==> src/rtl/lsse_pkg.sv <==
`timescale 1ns / 1ps
`default_nettype none
package lsse_pkg;
	typedef enum logic [4:0] {
		K_ST_RR_A = 5'd0, K_LD_R_R = 5'd1, K_LD_R_N = 5'd2, K_ST_HL_N = 5'd3,
		K_LD_A_RR = 5'd4, K_ST_HL_R = 5'd5, K_LD_R_HL = 5'd6, K_ST_NN_A = 5'd7,
		K_LD_A_NN = 5'd8, K_ST_HLI = 5'd9, K_ST_HLD = 5'd10, K_LD_HLI = 5'd11,
		K_LD_HLD = 5'd12, K_LD_RR_NN = 5'd13, K_LD_SP_NN = 5'd14, K_ST_NN_SP = 5'd15,
		K_LD_HL_SPE = 5'd16, K_LD_SP_HL = 5'd17, K_STH_N = 5'd18, K_LDH_N = 5'd19,
		K_LDH_C = 5'd20, K_STH_C = 5'd21, K_POP = 5'd22, K_POP_AF = 5'd23,
		K_PUSH = 5'd24, K_FILL = 5'd25
	} kind_t;

	localparam logic [7:0] HIGH_PAGE = 8'hFF;

	typedef struct packed {
		logic [4:0]  kind;
		logic [2:0]  dest_sel;
		logic [2:0]  source_sel;
		logic [1:0]  pair_sel;
		logic [15:0] fill_address;
		logic [7:0]  fill_data;
	} in_beat_t;

	typedef struct packed {
		logic [2:0]  machine_cycles;
		logic [7:0]  acc_value;
		logic [3:0]  flag_bits;
		logic [15:0] bc_value;
		logic [15:0] de_value;
		logic [15:0] hl_value;
		logic [15:0] stack_value;
		logic [15:0] counter_value;
	} out_beat_t;

	typedef enum logic [3:0] {
		A_PC, A_PAIR, A_HL, A_NN, A_NN1, A_HIGH_T, A_HIGH_C, A_SP, A_SPM1, A_SPM2, A_FILL,
		A_CLR
	} addr_sel_t;

	typedef enum logic [3:0] {
		W_NONE, W_ACC, W_REG, W_T, W_SPL, W_SPH, W_PHI, W_PLO, W_FILL, W_ZERO
	} wsel_t;

	typedef enum logic [3:0] {
		X_NONE, X_REG_REG, X_REG_RD, X_ACC_RD, X_T_RD, X_U_RD, X_PAIR_TU,
		X_SP_TU, X_HL_INC, X_HL_DEC, X_HL_SPE, X_SP_HL, X_PC_INC, X_SP_INC, X_SP_DEC2,
		X_RD_T
	} xop_t;

	typedef struct packed {
		logic      mem_en;
		logic      mem_we;
		addr_sel_t asel;
		wsel_t     wsel;
		xop_t      op;
		logic      pop_af;
		logic      load_in;
		logic [2:0] cycles;
		logic      capture;
	} cmd_t;
endpackage
`default_nettype wire

==> src/rtl/lsse_ctrl.sv <==
`timescale 1ns / 1ps
`default_nettype none
module lsse_ctrl import lsse_pkg::*; (
	input  wire logic     clk,
	input  wire logic     arst_n,
	input  wire logic     in_valid,
	input  wire in_beat_t in_beat,
	input  wire in_beat_t cur,
	output logic          in_ready,
	output logic          out_valid,
	input  wire logic     out_ready,
	output cmd_t          cmd,
	output logic [15:0]   clr_addr
);
	typedef enum logic [1:0] {S_CLR, S_IDLE, S_RUN, S_DONE} state_t;
	state_t     state_q;
	logic [2:0] step_q;
	logic [15:0] clr_q;
	kind_t      k;
	logic [2:0] last;

	assign k = kind_t'(cur.kind);
	assign clr_addr = clr_q;
	assign in_ready = (state_q == S_IDLE);
	assign out_valid = (state_q == S_DONE);

	always_comb begin
		cmd = '{mem_en: 1'b0, mem_we: 1'b0, asel: A_PC, wsel: W_NONE, op: X_NONE,
			pop_af: 1'b0, load_in: 1'b0, cycles: 3'd0, capture: 1'b0};
		unique case (state_q)
			S_CLR: begin
				cmd.mem_en = 1'b1; cmd.mem_we = 1'b1; cmd.asel = A_CLR; cmd.wsel = W_ZERO;
			end
			S_IDLE: begin
				cmd.load_in = in_valid;
				if (in_valid && in_beat.kind == K_FILL) begin
					cmd.mem_en = 1'b1; cmd.mem_we = 1'b1; cmd.asel = A_FILL; cmd.wsel = W_FILL;
				end
			end
			S_RUN: begin
				cmd.capture = 1'b1;
				case (k) inside
					K_ST_RR_A: begin cmd.cycles = 3'd2; cmd.mem_en = 1'b1; cmd.mem_we = 1'b1;
						cmd.asel = A_PAIR; cmd.wsel = W_ACC; end
					K_LD_R_R: begin cmd.cycles = 3'd1; cmd.op = X_REG_REG; end
					K_LD_R_N: begin cmd.cycles = 3'd2;
						if (step_q == 0) begin cmd.mem_en = 1'b1; cmd.op = X_PC_INC; end
						else cmd.op = X_REG_RD; end
					K_ST_HL_N: begin cmd.cycles = 3'd3;
						if (step_q == 0) begin cmd.mem_en = 1'b1; cmd.op = X_PC_INC; end
						else if (step_q == 1) cmd.op = X_RD_T;
						else begin cmd.mem_en = 1'b1; cmd.mem_we = 1'b1; cmd.asel = A_HL;
							cmd.wsel = W_T; end end
					K_LD_A_RR: begin cmd.cycles = 3'd2;
						if (step_q == 0) begin cmd.mem_en = 1'b1; cmd.asel = A_PAIR; end
						else cmd.op = X_ACC_RD; end
					K_ST_HL_R: begin cmd.cycles = 3'd2; cmd.mem_en = 1'b1; cmd.mem_we = 1'b1;
						cmd.asel = A_HL; cmd.wsel = W_REG; end
					K_LD_R_HL: begin cmd.cycles = 3'd2;
						if (step_q == 0) begin cmd.mem_en = 1'b1; cmd.asel = A_HL; end
						else cmd.op = X_REG_RD; end
					K_ST_HLI, K_ST_HLD: begin cmd.cycles = 3'd2;
						if (step_q == 0) begin cmd.mem_en = 1'b1; cmd.mem_we = 1'b1;
							cmd.asel = A_HL; cmd.wsel = W_ACC; end
						else cmd.op = (k == K_ST_HLI) ? X_HL_INC : X_HL_DEC; end
					K_LD_HLI, K_LD_HLD: begin cmd.cycles = 3'd2;
						if (step_q == 0) begin cmd.mem_en = 1'b1; cmd.asel = A_HL; end
						else if (step_q == 1) cmd.op = X_ACC_RD;
						else cmd.op = (k == K_LD_HLI) ? X_HL_INC : X_HL_DEC; end
					K_LD_SP_HL: begin cmd.cycles = 3'd2; cmd.op = X_SP_HL; end
					K_LDH_C: begin cmd.cycles = 3'd2;
						if (step_q == 0) begin cmd.mem_en = 1'b1; cmd.asel = A_HIGH_C; end
						else cmd.op = X_ACC_RD; end
					K_STH_C: begin cmd.cycles = 3'd2; cmd.mem_en = 1'b1; cmd.mem_we = 1'b1;
						cmd.asel = A_HIGH_C; cmd.wsel = W_ACC; end
					K_LD_HL_SPE, K_STH_N, K_LDH_N: begin cmd.cycles = 3'd3;
						if (step_q == 0) begin cmd.mem_en = 1'b1; cmd.op = X_PC_INC; end
						else if (step_q == 1) cmd.op = X_RD_T;
						else if (k == K_LD_HL_SPE) cmd.op = X_HL_SPE;
						else if (k == K_STH_N) begin cmd.mem_en = 1'b1; cmd.mem_we = 1'b1;
							cmd.asel = A_HIGH_T; cmd.wsel = W_ACC; end
						else if (step_q == 2) begin cmd.mem_en = 1'b1; cmd.asel = A_HIGH_T; end
						else cmd.op = X_ACC_RD; end
					K_ST_NN_A, K_LD_A_NN, K_LD_RR_NN, K_LD_SP_NN, K_ST_NN_SP: begin
						cmd.cycles = (k == K_ST_NN_SP) ? 3'd5 :
							(k == K_LD_RR_NN || k == K_LD_SP_NN) ? 3'd3 : 3'd4;
						if (step_q == 0) begin cmd.mem_en = 1'b1; cmd.op = X_PC_INC; end
						else if (step_q == 1) begin cmd.mem_en = 1'b1; cmd.op = X_T_RD; end
						else if (step_q == 2) cmd.op = X_U_RD;
						else begin
							case (k)
								K_LD_RR_NN: cmd.op = X_PAIR_TU;
								K_LD_SP_NN: cmd.op = X_SP_TU;
								K_ST_NN_A: begin cmd.mem_en = 1'b1; cmd.mem_we = 1'b1;
									cmd.asel = A_NN; cmd.wsel = W_ACC; end
								K_LD_A_NN: if (step_q == 3) begin cmd.mem_en = 1'b1;
									cmd.asel = A_NN; end else cmd.op = X_ACC_RD;
								default: begin cmd.mem_en = 1'b1; cmd.mem_we = 1'b1;
									cmd.asel = (step_q == 3) ? A_NN : A_NN1;
									cmd.wsel = (step_q == 3) ? W_SPL : W_SPH; end
							endcase
						end
					end
					K_POP, K_POP_AF: begin cmd.cycles = 3'd3;
						cmd.pop_af = (k == K_POP_AF);
						if (step_q == 0) begin cmd.mem_en = 1'b1; cmd.asel = A_SP;
							cmd.op = X_SP_INC; end
						else if (step_q == 1) cmd.op = X_RD_T;
						else if (step_q == 2) begin cmd.mem_en = 1'b1; cmd.asel = A_SP;
							cmd.op = X_SP_INC; end
						else if (step_q == 3) cmd.op = X_U_RD;
						else cmd.op = X_PAIR_TU; end
					K_PUSH: begin cmd.cycles = 3'd4;
						if (step_q == 0) begin cmd.mem_en = 1'b1; cmd.mem_we = 1'b1;
							cmd.asel = A_SPM1; cmd.wsel = W_PHI; end
						else if (step_q == 1) begin cmd.mem_en = 1'b1; cmd.mem_we = 1'b1;
							cmd.asel = A_SPM2; cmd.wsel = W_PLO; end
						else cmd.op = X_SP_DEC2; end
					default: cmd.cycles = 3'd0;
				endcase
			end
			default: ;
		endcase
	end

	always_comb begin
		case (k) inside
			K_LD_R_N, K_LD_A_RR, K_LD_R_HL, K_ST_HLI, K_ST_HLD, K_LDH_C: last = 3'd1;
			K_ST_HL_N, K_LD_HL_SPE, K_STH_N, K_LD_HLI, K_LD_HLD, K_PUSH: last = 3'd2;
			K_LDH_N, K_LD_RR_NN, K_LD_SP_NN, K_ST_NN_A: last = 3'd3;
			K_LD_A_NN, K_ST_NN_SP, K_POP, K_POP_AF: last = 3'd4;
			default: last = 3'd0;
		endcase
	end

	always_ff @(posedge clk or negedge arst_n) begin
		if (!arst_n) begin
			state_q <= S_CLR;
			step_q <= '0;
			clr_q <= '0;
		end else begin
			unique case (state_q)
				S_CLR: begin
					clr_q <= clr_q + 16'd1;
					if (clr_q == 16'hFFFF) state_q <= S_IDLE;
				end
				S_IDLE: if (in_valid) begin
					step_q <= '0;
					state_q <= S_RUN;
				end
				S_RUN: begin
					if (step_q == last) state_q <= S_DONE;
					else step_q <= step_q + 3'd1;
				end
				S_DONE: if (out_ready) state_q <= S_IDLE;
				default: state_q <= S_IDLE;
			endcase
		end
	end
endmodule
`default_nettype wire

==> config.mk <==
export PLATFORM = sky130hd
export DESIGN_NAME = lsse_ctrl
export DESIGN_NICKNAME = d
export VERILOG_FILES = /design/src/rtl/lsse_pkg.sv /design/src/rtl/lsse_ctrl.sv
export SDC_FILE = /design/constraint.sdc
export NUM_CORES = 1
export LEC_CHECK = 0
export BUFFER_PORTS_ARGS = -buffer_cell sky130_fd_sc_hd__buf_2
export CORE_AREA = 4 4 85 87
export CTS_BUF_LIST = sky130_fd_sc_hd__clkbuf_2 sky130_fd_sc_hd__clkbuf_4 sky130_fd_sc_hd__clkbuf_8
export CTS_CLUSTER_DIAMETER = 60
export CTS_CLUSTER_SIZE = 14
export DETAILED_ROUTE_END_ITERATION = 10
export DIE_AREA = 0 0 89 91
export GPL_TIMING_DRIVEN = 0
export PLACE_DENSITY = 0.8
export REMOVE_ABC_BUFFERS = 1
export SLEW_MARGIN = 40
export SYNTH_ARGS = -nofsm -noshare
export SYNTH_HDL_FRONTEND = slang
export SYNTH_SLANG_ARGS = --single-unit
==> constraint.sdc <==
create_clock -name clk -period 2.3 [get_ports clk]
set_input_delay 0.345 -clock clk [delete_from_list [all_inputs] [get_ports clk]]
set_output_delay 0.345 -clock clk [all_outputs]
set_load 0.02 [all_outputs]
==> results.ini, run 1 <==
[status]
status=complete, but fails checks
violations=setup timing

[cells_and_area]
final_common_cell=buf_2
layout_common_cells=buf_2, nand2_1, nor2_1
stdcell_count=530
multiInputGateArea_sq_um=2450
nets=544
drive_gt1_share_pct=31.8
n_fill_cell=568
syn_to_final_growth_pct=29.1
antenna_cells=0
regArea_sq_um=532

[routing]
totalWireLength_mm=10.1
vias=3537
routedWlPerCell_microns=19.1
drt_iter0_markers=497
first_pass_iters=6
detail_route.vias_per_cell=6.67
drcViolationCount=0
final_antenna_net_count=0

[floorplan]
start_util_pct=45.2
die_area_sq_um=8100
pin_count=116
die_h_microns=91
rows=29
die_x_microns=89
core_area_sq_um=6350

[worst_setup_path]
crit_type=flip-flop to primary output
crit_cells=8
ff2ff_path_depth=5
end_kind=primary output
cp_num_buf_inv=2
cp_cell_sequence=buf_6, ha_4, nor3_2, nor2_2, or3_1, o311a_1, nor3_2, buf_4
crit_slowest_cell=dfrtp_2
path_max_fanout=7
worstPathArrival_ns=2.40
path_common_cell=nor3_2
startpoint_type=flip-flop
max_stage_delay_ns=0.45
cp_top_family=simple AND/OR/NAND/NOR gates
required_ns=1.96

[place]
place_ws_ns=-0.899
place_inst=501
hpwl_mm=6.54
gp_congestion=1.01
io_buffers=51

[logic_synthesis]
synth_edf_count=0
yosys-top-cells-area=dfrtp_1, ha_1, a21oi_1, o21ai_0, nor2_1
syn-instance-count=406
yosysTopAreaCell=dfrtp_1
synth_ff_type=dfrtp_1
synth_area_sq_um=2870
seq_area_frac_synth_pct=18.3
synth_top_area_share_pct=18.3
syn_area_per_cell_sq_um=7.07
yosysWarnings=0
async_reset_ff_share_pct=100
synth_cell_types=67
ys_seq_elements=21

[cts]
cts_buffer_depth=2
htree_levels=1
insertion_delay_ns=0.26
cts_tree=done
ctsHoldBuffers=0
numCtsBuffers=3
clk_pin_slew_ns=0.08
cts_root_buf=clkbuf_8
cts_sinks=21

[sta]
setup_viol=11
finalHoldViolations=0
fmax_mhz=365
drv_slew=0
slew_headroom_pct=65.6
post-route-period-util_pct=119
finClkSkew_ns=0.00612
worst_pin_slew_ns=0.513
period_needed_ns=2.74
rsz0062_at_grt=yes
final.setup.worst_slack_ns=-0.441
holdWs_ns=0.0277

[global_routing]
grt_use_total_pct=24.2
antenna_found_initial=0
grt_max_degree=55
overflow=0
grt_pass1_wl_mm=16.1
grt_pass1_vias=3219

[power]
irDropWorstVdd_mv=0.471
p_leak_uw=0.00145
power_density_nw_per_um2=285

[hold_path]
hp-class=input pin to asynchronous set/reset pin

[run]
drv_cap=0

-- state kept, by name, summed over array words and instances (netlist names) --
register and flops:
clr_addr 16, step_q 3, state_q 2
-- synth_stat cells (3+ instances only) --
library cell / count
a21o_1: 3
o21a_1: 4
nor4bb_1: 3
a221oi_1: 3
or4_1: 3
xnor2_1: 12
ha_1: 12
o221ai_1: 3
dfrtp_1: 21
nor3_1: 18
nand3_1: 19
a2111oi_0: 3
a211oi_1: 5
o21ai_0: 29
o31a_1: 4
buf_2: 13
inv_1: 12
o2111ai_1: 3
xor2_1: 6
and2_1: 4
and3_1: 4
nor2b_1: 7
a22oi_1: 5
nor4_1: 5
nor2_1: 38
a21oi_1: 29
buf_1: 4
o32ai_1: 3
o211ai_1: 5
nand4_1: 6
nand3b_1: 3
o311ai_0: 3
clkbuf_1: 14
or3_1: 4
a211o_1: 3
a31oi_1: 7
nand2_1: 36
nand2b_1: 15
-- through the flow --
stage	cell area, sq um	TNS (ns)	total power (uW)	util [%]
4_1_cts	3600	-3.21	1030	56.6
2_1_floorplan	2720	-1.49	573	-
6_report	3700	-3.59	1060	58.3
3_5_place_dp	3080	-12.60	692	48.5
3_3_place_gp	3070	-11.86	686	48.4
5_1_grt	3700	-4.54	1110	58.3
-- cell families (layout without fill, tap and decap cells) --
kind of cell	after synthesis	in the layout	synth area share (%)
buffers and inverters	46	93	6.97
adder cells (fa/ha/maj)	12	12	5.23
XOR/XNOR	18	18	5.49
AO/OA/AOI/OAI	134	134	32.0
multiplexers	2	2	0.741
AND/OR/NAND/NOR	173	173	31.3
flip-flops	21	21	18.3
-- per-layer routing --
layer	vias up	share of wire [%]	routed length, microns	GRT usage [%]
met5	-	0	0	0
met2	251	45	4520	38.4
met4	0	4.1	417	7.20
met1	1624	41	4100	34.6
li1	1610	-	-	-
met3	52	11	1080	2.17
-- final cells by class --
type,instances,share of cell area (%)
clock buffers,3,1.11
clock inverters,1,0.135
inverters,13,1.69
multi-input cells,339,66.1
flip-flops and latches,21,14.4
well taps,77,2.60
repair buffers,76,14.0
-- report_power, final --
part | internal (uW) | total (uW) | switching (uW)
clock | 121 | 245 | 124
combinational | 167 | 430 | 262
sequential | 375 | 382 | 7.63
total | 663 | 1060 | 394
-- repair_timing --
action	CTS	global route
setup buffers	22	4
hold endpoints to repair	0	0
pin swaps	18	11
resized for setup	83	22
setup endpoints to repair	23	18
-- worst paths after layout --
kind | from | end | slack, ns
min reg2reg | clr_addr[6] | clr_addr[6] | 0.50
min in group clk | clr_addr[6] | clr_addr[6] | 0.50
max | step_q[0] | cmd[14] | -0.44
max reg2reg | clr_addr[3] | state_q[0] | 0.16
max in group asynchronous | arst_n | step_q[0] | 1.92
min | arst_n | clr_addr[1] | 0.03
Note: power is estimated with default switching activity, not from simulation.
==> inputs of run 2 (changes only) <==
CORE_AREA = 4 4 84 86   (was 4 4 85 87)
DIE_AREA = 0 0 88 90   (was 0 0 89 91)
PLACE_DENSITY = 0.82   (was 0.8)
==> run 2 against run 1 <==
Effect of this change:
- the flow still finishes with violations (setup timing)
- via count decreased by 0.96%
- clock power about the same
- sequential cell count unchanged
- critical path depth unchanged
- highest routed layer unchanged
==> results.ini, run 2 (same netlist as run 1, synthesis figures left out) <==
[cts]
cts_tree=done
cts_sinks=21
htree_levels=1
cts_buffer_depth=2
numCtsBuffers=3
clk_pin_slew_ns=0.08
insertion_delay_ns=0.26
cts_root_buf=clkbuf_8

[power]
combPwrFrac_pct=40.0
irDropWorstVdd_mv=0.588
power.internal_uw=659
power_density_nw_per_um2=289
clock_power_share_pct=23.4
p_leak_uw=0.00142
p_sw_uw=386
p_seq_share_pct=36.6
swShare_pct=36.9

[cells_and_area]
largest_reg_flops=16
syn_to_final_growth_pct=26.0
nets=538
postLayoutCoreUtil_pct=57.6
drive_gt1_share_pct=29.1
antenna_cells=0
layout_common_cells=buf_2, nand2_1, nor2_1
final_common_cell=buf_2
n_fill_cell=562

[worst_setup_path]
r2r_slack_ns=0.40
crit_slowest_cell=o21ai_1
startpoint_type=flip-flop
crit_type=flip-flop to primary output
worstPathArrival_ns=2.43
end_kind=primary output
ff2ff_path_depth=5
max_stage_delay_ns=0.46
r2r_end=state_q[0]
required_ns=1.96
path_max_fanout=5
cp_cell_sequence=buf_6, ha_4, o21ai_1, nand2_1, a21o_1, nor3_1, a211o_1, buf_2
r2r-start=clr_addr[3]

[sta]
fmax_mhz=361
holdWs_ns=0.0217
period_needed_ns=2.77
rsz0062_at_grt=yes
slew_headroom_pct=45.6
final.setup.worst_slack_ns=-0.473
finalHoldViolations=0
drv_slew=0
post-route-period-util_pct=121
setup_viol=12
worst_pin_slew_ns=0.809
finClkSkew_ns=0.00389

[routing]
detail_route.vias_per_cell=6.69
final_antenna_net_count=0
drcViolationCount=0
wl_met2_mm=4.66
vias=3503
routedWlPerCell_microns=19.3
wl_met1_mm=4.04
wl_met3_microns=981
first_pass_iters=8
totalWireLength_mm=10.1
top_layer=met4
drt_iter0_markers=700

[run]
drv_cap=0

[global_routing]
grt_pass1_wl_mm=16.1
grt_use_total_pct=24.6
grt_pass1_vias=3249
grt_max_degree=55
antenna_found_initial=0
overflow=0

[floorplan]
pin_count=116
rows=29
start_util_pct=45.7
die_h_microns=90
core_area_sq_um=6280
die_x_microns=88
die_area_sq_um=7920

[hold_path]
hp-class=input pin to asynchronous set/reset pin

[status]
violations=setup timing
status=complete, but fails checks

[place]
io_buffers=51
hpwl_mm=6.68
gp_congestion=0.989

-- run 2: changes by cell type in the layout (fill, tap and decap cells not counted), moves of 3 or more --
cell	delta
buf_4	-8
buf_2	+3
nand2b_1	+3
nor3_1	+3
nor3_2	-3
-- run 2: metal layers --
layer	GRT usage [%]	up-vias
li1	-	1614
met1	34.0	1607
met2	38.8	226
met3	1.55	56
met4	10.6	0
met5	0	-
-- run 2: per-stage QoR --
step                std cells  power [uW]  area [sq um]  setup WS [ns]  setup TNS, ns
floorplan                 373         573          2720         -0.429          -1.49
global placement          501         684          3070         -0.905         -12.35
detailed placement        501         691          3070         -0.936         -12.81
CTS                       520        1010          3540         -0.398          -3.66
global route              524        1090          3620         -0.518          -4.86
finish                    524        1040          3620         -0.473          -4.12
-- run 2: worst max-delay path by stage --
stage	slack, ns	cells past startpoint	startpoint	endpoint
CTS	-0.40	9	step_q[1]	cmd[7]
finish	-0.47	8	step_q[0]	cmd[15]
global route	-0.52	9	step_q[1]	cmd[7]
detailed placement	-0.94	8	cur[34]	cmd[15]
floorplan	-0.43	8	step_q[0]	cmd[7]
global placement	-0.90	8	cur[34]	cmd[18]
-- run 2: final cells by class --
cell class,instances,area (sq um),share of cell area (%)
Inverter,13,56.3,1.56
Tap cell,77,96.3,2.66
Sequential cell,21,532,14.7
Clock buffer,3,41.3,1.14
Multi-Input combinational cell,339,2410,66.6
Timing Repair Buffer,70,475,13.1
Clock inverter,1,5.00,0.138
-- run 2: repair_timing --
item	in CTS	in global routing
setup endpoints to repair	23	18
pin swaps	20	7
hold buffers	0	0
buffers inserted	15	4
gates resized for setup	77	16
-- run 2: power by group through the flow --
stage | Sequential, uW | Combinational (uW) | Clock [uW]
floorplan | 388 | 185 | 0
global placement | 390 | 294 | 0
detailed placement | 391 | 300 | 0
CTS | 382 | 387 | 243
global route | 383 | 447 | 255
finish | 383 | 418 | 244
-- run 2: critical path, delay by kind of cell, from the launching register on --
| kind | cells | cell delay [ns] |
|---|---|---|
| AOI/OAI and AO/OA | 3 | 0.88 |
| and+or+nand+nor | 2 | 0.38 |
| buffers and inverters | 2 | 0.29 |
| adders and majority gates | 1 | 0.17 |
| DFF | 1 | 0.44 |
